### config.mk
export PLATFORM = sky130hd
export DESIGN_NAME = phasor_data_frame_parser
export DESIGN_NICKNAME = d
export VERILOG_FILES = /design/src/design/pdfp_pkg.sv /design/src/design/phasor_data_frame_parser.sv /design/src/design/pdfp_parser.sv /design/src/design/pdfp_out_queue.sv
export SDC_FILE = /design/constraint.sdc
export NUM_CORES = 1
export LEC_CHECK = 0
export BUFFER_PORTS_ARGS = -buffer_cell sky130_fd_sc_hd__buf_2
export CELL_PAD_IN_SITES_DETAIL_PLACEMENT = 1
export CELL_PAD_IN_SITES_GLOBAL_PLACEMENT = 1
export CORE_UTILIZATION = 52
export DETAILED_ROUTE_END_ITERATION = 12
export PLACE_DENSITY_LB_ADDON = 0.1
export SLEW_MARGIN = 5
export SYNTH_ARGS = -nofsm -noshare
export SYNTH_HDL_FRONTEND = slang
export SYNTH_HIERARCHICAL = 1
export SYNTH_SLANG_ARGS = --single-unit
### constraint.sdc
create_clock -name clk -period 12.5 [get_ports clk]
set_input_delay 2.5 -clock clk [delete_from_list [all_inputs] [get_ports clk]]
set_output_delay 2.5 -clock clk [all_outputs]
set_load 0.05 [all_outputs]
### src/design/pdfp_pkg.sv
// Shared types, codes and helpers for the phasor data frame parser.
// No dependencies; used by pdfp_parser, pdfp_out_queue and the top level.
`default_nettype none

package pdfp_pkg;

  // Clamp limits applied to the configured counts.
  localparam int MaxPhasors = 16;
  localparam int MaxAnalogs = 16;

  localparam logic [7:0]  SYNC_BYTE0      = 8'hAA;
  localparam logic [7:0]  SYNC_BYTE1      = 8'h01;
  localparam logic [30:0] FREQ_LIMIT_BITS  = 31'h3A83126F;  // 0.001f
  localparam logic [30:0] ROCOF_LIMIT_BITS = 31'h358637BD;  // 0.000001f
  localparam logic [30:0] FLOAT_INF_BITS   = 31'h7F800000;
  localparam logic [15:0] CRC_INIT         = 16'hFFFF;
  localparam logic [15:0] CRC_POLY         = 16'h1021;

  // Configuration register indexes.
  localparam logic [1:0] REG_PHASOR_COUNT = 2'd0;
  localparam logic [1:0] REG_ANALOG_COUNT = 2'd1;
  localparam logic [1:0] REG_VOLTAGE_MASK = 2'd2;

  typedef enum logic [3:0] {
    KIND_ID      = 4'd0,
    KIND_SOC     = 4'd1,
    KIND_FRACSEC = 4'd2,
    KIND_MAG     = 4'd3,
    KIND_ANGLE   = 4'd4,
    KIND_FREQ    = 4'd5,
    KIND_ROCOF   = 4'd6,
    KIND_ANALOG  = 4'd7,
    KIND_STATUS  = 4'd8
  } kind_t;

  typedef enum logic [2:0] {
    ST_OK        = 3'd0,
    ST_SHORT     = 3'd1,
    ST_BAD_SYNC  = 3'd2,
    ST_CRC       = 3'd3,
    ST_TRUNCATED = 3'd4
  } status_t;

  typedef struct packed {
    logic [4:0]  phasor_count;
    logic [4:0]  analog_count;
    logic [15:0] voltage_mask;
  } cfg_t;

  // Results caused by one byte: an optional field item, then an optional status item.
  typedef struct packed {
    logic        fvalid;
    kind_t       kind;
    logic [3:0]  idx;
    logic [31:0] value;
    logic        flag;
    logic        svalid;
    status_t     status;
  } entry_t;

  // One byte step of CRC-CCITT, MSB first.
  function automatic logic [15:0] crc_step(input logic [15:0] crc, input logic [7:0] b);
    logic [15:0] c;
    c = crc ^ {b, 8'h00};
    for (int k = 0; k < 8; k++) begin
      c = c[15] ? ({c[14:0], 1'b0} ^ CRC_POLY) : {c[14:0], 1'b0};
    end
    return c;
  endfunction

  // |float| above limit, NaN excluded.
  function automatic logic above(input logic [31:0] bits, input logic [30:0] limit);
    return (bits[30:0] > limit) && (bits[30:0] <= FLOAT_INF_BITS);
  endfunction

endpackage

`default_nettype wire

### src/design/phasor_data_frame_parser.sv
// A byte's results are registered in the result queue before reaching the master side.
// One byte per cycle while the result queue has space; a byte that gives a field and
//   a status leaves as two items via the two-entry queue (ready drops while it is full).
// Reset (rst, synchronous): frame state to start of frame, CRC to 0xFFFF, queue empty,
//   phasor/analog counts to 0, voltage mask to all ones.
`default_nettype none

module phasor_data_frame_parser (
  input  wire logic        clk,
  input  wire logic        rst,
  // byte stream in
  input  wire logic        s_tvalid,
  output logic             s_tready,
  input  wire logic [7:0]  s_tdata,    // [7:0] data_byte
  input  wire logic        s_tlast,    // end_of_frame
  // result items out
  output logic             m_tvalid,
  input  wire logic        m_tready,
  output logic [39:0]      m_tdata,    // [3:0] element_index, [35:4] field_value,
                                       // [36] field_flag, [39:37] frame_status
  output logic [3:0]       m_tuser,    // [3:0] item_kind
  output logic             m_tlast,    // last_of_run
  // configuration writes
  input  wire logic        cfg_valid,
  output logic             cfg_ready,
  input  wire logic [1:0]  cfg_index,
  input  wire logic [15:0] cfg_data
);

  pdfp_pkg::cfg_t   cfg;
  pdfp_pkg::entry_t entry;
  logic             push;
  logic             space;
  logic             accept;

  // Config registers take a write in any cycle; index 3 is ignored.
  assign cfg_ready = 1'b1;

  always_ff @(posedge clk) begin
    if (rst) begin
      cfg.phasor_count <= '0;
      cfg.analog_count <= '0;
      cfg.voltage_mask <= 16'hFFFF;
    end else if (cfg_valid) begin
      unique case (cfg_index)
        pdfp_pkg::REG_PHASOR_COUNT: cfg.phasor_count <= cfg_data[4:0];
        pdfp_pkg::REG_ANALOG_COUNT: cfg.analog_count <= cfg_data[4:0];
        pdfp_pkg::REG_VOLTAGE_MASK: cfg.voltage_mask <= cfg_data;
        default: ;
      endcase
    end
  end

  // A word is taken whenever the result queue can hold its entry.
  assign s_tready = space;
  assign accept   = s_tvalid && s_tready;

  // Decode: field items complete on their last big-endian byte, status on end of frame.
  pdfp_parser u_parser (
    .clk          (clk),
    .rst          (rst),
    .accept       (accept),
    .data_byte    (s_tdata),
    .end_of_frame (s_tlast),
    .cfg          (cfg),
    .entry        (entry),
    .push         (push)
  );

  // Result register and skid: field item goes out before the status item.
  pdfp_out_queue u_out (
    .clk      (clk),
    .rst      (rst),
    .push     (push),
    .entry    (entry),
    .space    (space),
    .m_tvalid (m_tvalid),
    .m_tready (m_tready),
    .m_tdata  (m_tdata),
    .m_tuser  (m_tuser),
    .m_tlast  (m_tlast)
  );

endmodule

`default_nettype wire

### src/design/pdfp_parser.sv
// Frame state and per-byte field/status decode for the phasor data frame parser.
// Depends on pdfp_pkg.
`default_nettype none

module pdfp_parser (
  input  wire logic            clk,
  input  wire logic            rst,
  input  wire logic            accept,
  input  wire logic [7:0]      data_byte,
  input  wire logic            end_of_frame,
  input  wire pdfp_pkg::cfg_t  cfg,
  output pdfp_pkg::entry_t     entry,
  output logic                 push
);

  logic [15:0] byte_position;
  logic [31:0] field_shift;
  logic [15:0] running_crc;
  logic [15:0] crc_byte_delay;
  logic        sync_good;

  logic        sync_next;
  logic [15:0] crc_next;
  logic [15:0] delay_next;
  logic [31:0] shift_next;
  logic [4:0]  eff_ph;
  logic [4:0]  eff_an;
  logic [15:0] off;
  logic [15:0] off_a;
  logic [15:0] off_b;
  logic [15:0] pb;
  logic [4:0]  ph;
  logic [16:0] len;
  logic [16:0] need;

  always_comb begin
    eff_ph = (32'(cfg.phasor_count) > pdfp_pkg::MaxPhasors) ?
             5'(pdfp_pkg::MaxPhasors) : cfg.phasor_count;
    eff_an = (32'(cfg.analog_count) > pdfp_pkg::MaxAnalogs) ?
             5'(pdfp_pkg::MaxAnalogs) : cfg.analog_count;

    sync_next = sync_good;
    if (byte_position == 16'd0 && data_byte != pdfp_pkg::SYNC_BYTE0) sync_next = 1'b0;
    if (byte_position == 16'd1 && data_byte != pdfp_pkg::SYNC_BYTE1) sync_next = 1'b0;
    // CRC runs two bytes behind so the trailing CRC field is left out
    crc_next   = (byte_position >= 16'd2) ?
                 pdfp_pkg::crc_step(running_crc, crc_byte_delay[15:8]) : running_crc;
    delay_next = {crc_byte_delay[7:0], data_byte};
    shift_next = {field_shift[23:0], data_byte};

    pb    = {8'd0, eff_ph, 3'b000};
    off   = byte_position - 16'd16;
    off_a = off - pb;
    off_b = off_a - 16'd8;
    ph    = off[7:3];

    entry        = '0;
    entry.kind   = pdfp_pkg::KIND_ID;
    entry.value  = shift_next;
    entry.status = pdfp_pkg::ST_OK;

    if (byte_position == 16'd5) begin
      entry.fvalid = 1'b1;
      entry.value  = {16'd0, shift_next[15:0]};
    end else if (byte_position == 16'd9) begin
      entry.fvalid = 1'b1;
      entry.kind   = pdfp_pkg::KIND_SOC;
    end else if (byte_position == 16'd13) begin
      entry.fvalid = 1'b1;
      entry.kind   = pdfp_pkg::KIND_FRACSEC;
    end else if (byte_position >= 16'd16) begin
      if (off < pb) begin
        if (off[1:0] == 2'b11) begin
          entry.fvalid = 1'b1;
          entry.kind   = off[2] ? pdfp_pkg::KIND_ANGLE : pdfp_pkg::KIND_MAG;
          entry.idx    = ph[3:0];
          entry.flag   = ph[4] ? 1'b1 : cfg.voltage_mask[ph[3:0]];
        end
      end else if (off_a < 16'd8) begin
        if (off_a == 16'd3) begin
          entry.fvalid = 1'b1;
          entry.kind   = pdfp_pkg::KIND_FREQ;
          entry.flag   = pdfp_pkg::above(shift_next, pdfp_pkg::FREQ_LIMIT_BITS);
        end else if (off_a == 16'd7) begin
          entry.fvalid = 1'b1;
          entry.kind   = pdfp_pkg::KIND_ROCOF;
          entry.flag   = pdfp_pkg::above(shift_next, pdfp_pkg::ROCOF_LIMIT_BITS);
        end
      end else if (off_b < {9'd0, eff_an, 2'b00} && off_b[1:0] == 2'b11) begin
        entry.fvalid = 1'b1;
        entry.kind   = pdfp_pkg::KIND_ANALOG;
        entry.idx    = off_b[5:2];
      end
    end

    len  = {1'b0, byte_position} + 17'd1;
    need = 17'd24 + {9'd0, eff_ph, 3'b000} + {10'd0, eff_an, 2'b00};
    entry.svalid = end_of_frame;
    if (byte_position < 16'd15)     entry.status = pdfp_pkg::ST_SHORT;
    else if (!sync_next)            entry.status = pdfp_pkg::ST_BAD_SYNC;
    else if (crc_next != delay_next) entry.status = pdfp_pkg::ST_CRC;
    else if (len < need)            entry.status = pdfp_pkg::ST_TRUNCATED;
    else                            entry.status = pdfp_pkg::ST_OK;

    push = accept && (entry.fvalid || entry.svalid);
  end

  always_ff @(posedge clk) begin
    if (rst || (accept && end_of_frame)) begin
      byte_position  <= '0;
      field_shift    <= '0;
      running_crc    <= pdfp_pkg::CRC_INIT;
      crc_byte_delay <= '0;
      sync_good      <= 1'b1;
    end else if (accept) begin
      if (byte_position != 16'hFFFF) byte_position <= byte_position + 16'd1;
      field_shift    <= shift_next;
      running_crc    <= crc_next;
      crc_byte_delay <= delay_next;
      sync_good      <= sync_next;
    end
  end

`ifndef SYNTHESIS
  a_eof_clears: assert property (@(posedge clk) disable iff (rst)
    accept && end_of_frame |=> byte_position == 16'd0 && running_crc == pdfp_pkg::CRC_INIT)
    else $error("frame state not cleared after end of frame");
  a_pos_hold: assert property (@(posedge clk) disable iff (rst)
    !accept |=> $stable(byte_position) && $stable(running_crc))
    else $error("frame state moved without an accepted word");
  a_pos_sat: assert property (@(posedge clk) disable iff (rst)
    accept && !end_of_frame && byte_position == 16'hFFFF |=> byte_position == 16'hFFFF)
    else $error("byte position wrapped on a long frame");
`endif

endmodule

`default_nettype wire

### src/design/pdfp_out_queue.sv
// Two-entry result queue; splits an entry into its field and status items.
// Depends on pdfp_pkg.
`default_nettype none

module pdfp_out_queue (
  input  wire logic              clk,
  input  wire logic              rst,
  input  wire logic              push,
  input  wire pdfp_pkg::entry_t  entry,
  output logic                   space,
  output logic                   m_tvalid,
  input  wire logic              m_tready,
  output logic [39:0]            m_tdata,
  output logic [3:0]             m_tuser,
  output logic                   m_tlast
);

  pdfp_pkg::entry_t q0;
  pdfp_pkg::entry_t q1;
  logic [1:0]       count;
  logic             pop_item;
  logic             pop_entry;
  logic [1:0]       count_after_pop;

  assign space     = (count != 2'd2);
  assign m_tvalid  = (count != 2'd0);
  assign pop_item  = m_tvalid && m_tready;
  assign pop_entry = pop_item && !(q0.fvalid && q0.svalid);
  assign count_after_pop = count - {1'b0, pop_entry};

  always_comb begin
    if (q0.fvalid) begin
      m_tuser = 4'(q0.kind);
      m_tdata = {3'(pdfp_pkg::ST_OK), q0.flag, q0.value, q0.idx};
      m_tlast = !q0.svalid;
    end else begin
      m_tuser = 4'(pdfp_pkg::KIND_STATUS);
      m_tdata = {3'(q0.status), 1'b0, 32'd0, 4'd0};
      m_tlast = 1'b1;
    end
  end

  always_ff @(posedge clk) begin
    if (rst) begin
      count <= '0;
    end else begin
      count <= count_after_pop + {1'b0, push};
    end
    if (push && count_after_pop == 2'd0) begin
      q0 <= entry;
    end else if (pop_entry) begin
      q0 <= q1;
    end else if (pop_item) begin
      q0.fvalid <= 1'b0;  // field item gone, status item stays
    end
    if (push && count_after_pop != 2'd0) begin
      q1 <= entry;
    end
  end

`ifndef SYNTHESIS
  a_count_range: assert property (@(posedge clk) disable iff (rst)
    count != 2'd3)
    else $error("result queue overfilled");
  a_head_nonempty: assert property (@(posedge clk) disable iff (rst)
    m_tvalid |-> (q0.fvalid || q0.svalid))
    else $error("queue head carries no item");
  a_split_status: assert property (@(posedge clk) disable iff (rst)
    pop_item && q0.fvalid && q0.svalid |=> m_tvalid && m_tuser == 4'(pdfp_pkg::KIND_STATUS))
    else $error("status item lost after its field item");
`endif

endmodule

`default_nettype wire
==> flow_metrics.env <==
export IMPL_r2r_end="u_out/q0[14]"
export IMPL_drc=0
export IMPL_crit_chain="inv_1, ha_1, xor2_1, ha_1, and2_1, a21o_1, maj3_1, nor4_1, xor2_1, or3_1, nand4_1, a221oi_1, nand3b_4, a21bo_2"
export IMPL_max_slew_margin_pct=24.5
export IMPL_grt_setup_unrepaired="false"
export IMPL_std_cell_rows=51
export IMPL_ys_types=91
export IMPL_gp_congestion=0.874
export IMPL_yosysSeqAreaShare_pct=42.7
export IMPL_drt_total_wl_mm=27.1
export IMPL_syn_to_final_growth_pct=8.90
export IMPL_slowest_delay_ns=1.17
export IMPL_ys_dominant_reg_cell="edfxtp_1"
export IMPL_r2r_start="u_parser/byte_position[4]"
export IMPL_grt_pass1_vias=7786
export IMPL_seqCellArea_um2=4460
export IMPL_clk_latency_ns=0.44
export IMPL_via_per_inst=5.91
export IMPL_critPathBufInv=1
export IMPL_crit_required_ns=12.56
export IMPL_cp_max_fo=48
export IMPL_critPathLaunch="u_parser/byte_position[4]"
export IMPL_critPathSlowestCell="a21bo_2"
export IMPL_nFillCells=2181
export IMPL_ys_warnings_count=6
export IMPL_cts_sinks=177
export IMPL_critPathLaunchType="flip-flop"
export IMPL_endpoint="u_out/q0[14]"
export IMPL_die_area_um2=20700
export IMPL_num_antenna_cells=0
export IMPL_grt_max_degree=52
export IMPL_fin_nets=1109
export IMPL_ioPinCount=80
export IMPL_reg2reg_depth=14
export IMPL_hold_violations=0
export IMPL_layout_commonest_cell="nor2_1"
export IMPL_cts_htree_levels=4
export IMPL_final_cell_mix="nor2_1, edfxtp_1, dfxtp_1"
export IMPL_max_freq_ghz=0.142
export IMPL_crit_type="reg2reg"
export IMPL_clockBufferDepth=2
export IMPL_cts_buffers=17
export IMPL_track_usage_pct=27.3
export IMPL_min_period_ns=7.07
export IMPL_portBuffers=78
export IMPL_placed_cells=1288
export IMPL_syn_area_um2=10500
export IMPL_cts_tree="done"
export IMPL_slew_violations=0
export IMPL_start_util_pct=53.4
export IMPL_stdcell_count=1320
export IMPL_die_x_um=144
export IMPL_synthArstFlopShare_pct=0
export IMPL_status="finished, final reports clean"
export IMPL_antenna_found_initial=0
export IMPL_num_vias=7806
export IMPL_vdd_drop_max_v=0.000101
export IMPL_die_y_um=144
export IMPL_worstPathArrival_ns=7.13
export IMPL_multi_input_area_um2=5440
export IMPL_gr_total_overflow=0
export IMPL_path_clk_slew_ns=0.07
export IMPL_coreArea_um2=19600
export IMPL_cts_root_buffer_cell="clkbuf_16"
export IMPL_setup_viol=0
export IMPL_final_layout_size_suffix_gt1_share_pct=17.5
export IMPL_avgSynthCellArea_um2=10.3
export IMPL_min_delay_path_class="reg2reg"
export IMPL_worst_pin_slew_ns=1.13
export IMPL_syn_inst=1019
export IMPL_crit_family="compound AO/OA/AOI/OAI gates"
export IMPL_hpwlAfterDp_mm=19.2
export IMPL_drtIter0Drc=378
export IMPL_clock_skew_ns=0.0158
export IMPL_postRouteAntennaNets=0
export IMPL_period_share_pct=56.5
export IMPL_tns_ns=0
export IMPL_synth_nets=1086
export IMPL_ys_seq_elements=177
export IMPL_cts_resized=0
export IMPL_cts_setup_buffers=0
export IMPL_cp_depth=14
export IMPL_wire_per_inst_um=20.5
export IMPL_p_leak_nw=4.56
export IMPL_grt_pass1_wl_mm=42.5
export IMPL_hold_buffers=0
export IMPL_cap_violations=0
export IMPL_power_density_nw_per_um2=164
export IMPL_reg2reg_slack_ns=5.43
export IMPL_first_pass_iters=5
export IMPL_cp_end_kind="flip-flop"
export IMPL_p_total_mw=1.87
export IMPL_synth_edf_count=92
worst reg2reg max path: cells and delay by family, from the launching register on:
family | cells | cell delay (ns)
AOI/OAI and AO/OA | 3 | 2.19
xor gates and xnor gates | 2 | 0.62
adders and majority gates | 3 | 1.12
buffers and inverters | 1 | 0.25
DFF | 1 | 0.70
and+or+nand+nor | 5 | 1.79
cell type report:
cell class / count / area share [%]
multi-input cells: 731 / 47.8
flip-flops and latches: 177 / 39.2
clock buffers: 17 / 3.74
repair buffers: 82 / 3.69
well taps: 265 / 2.91
clock inverters: 15 / 1.60
inverters: 33 / 1.09
through the flow:
step | area [µm²] | util, % | hold slack, ns | setup WS (ns)
after floorplan | 10500 | - | 0.435 | 6.90
after global placement | 10800 | 55.0 | 0.449 | 5.83
after detailed placement | 10800 | 55.0 | 0.459 | 5.51
after CTS | 11400 | 58.1 | 0.477 | 5.40
after global routing | 11400 | 58.1 | 0.499 | 4.81
final | 11400 | 58.1 | 0.482 | 5.43
Yosys cell counts, drive strengths merged, types with 27 or more instances:
cell type  instances  share of area, %
mux2i             55               5.3
nand3             29               1.5
xor2              33               2.8
clkbuf            43               1.5
nor2             101               3.6
inv               33               1.2
dfxtp             85                16
edfxtp            92                26
and2              61               3.7
buf               35               2.6
nand2             51               1.8
o21ai             27               1.3
mux2              48               5.8
a21oi             29               1.4
xnor2             44               3.7
ha                33               3.9
how the worst min path moves through the flow:
| stage | from | end | slack (ns) | cells past startpoint |
|---|---|---|---|---|
| after floorplan | u_parser/sync_good | u_parser/sync_good | 0.44 | 2 |
| after global placement | u_parser/sync_good | u_parser/sync_good | 0.45 | 2 |
| after detailed placement | u_parser/sync_good | u_parser/sync_good | 0.46 | 2 |
| after CTS | u_parser/sync_good | u_parser/sync_good | 0.48 | 2 |
| after global routing | cfg[21] | cfg[21] | 0.50 | 2 |
| final | cfg[16] | cfg[16] | 0.48 | 2 |
cell families (layout without fill, tap and decap cells):
logic type	after synthesis	after routing	share of synthesized area, %
mux	108	108	12.3
xor+xnor	79	79	6.89
compound gates	142	142	9.37
simple gates	363	363	18.8
buf+inv	111	147	5.37
fa+ha+maj	37	37	4.52
flops	177	177	42.7
other cells	2	2	0.0718
registers in the layout (all words and copies together) (netlist names):
name,cells
u_out/q0,46
u_parser/byte_position,16
u_parser/running_crc,16
cfg,26
u_out/count,2
u_parser/field_shift,24
u_parser/sync_good,1
u_out/q1,46
report_power, final:
group	internal (mW)	switching (mW)
Combinational	0.180	0.381
Sequential	0.707	0.0522
Clock	0.287	0.262
Total	1.17	0.695
metal layers:
layer	global-route usage (%)	share of wire, %	vias to the layer above	wire, µm
li1	-	-	3690	-
met1	36.7	47	3870	12600
met2	44.5	47	206	12800
met3	4.93	4.6	40	1240
met4	8.40	1.6	0	445
met5	0	0	-	0
Note: power is estimated with default switching activity, not from simulation.
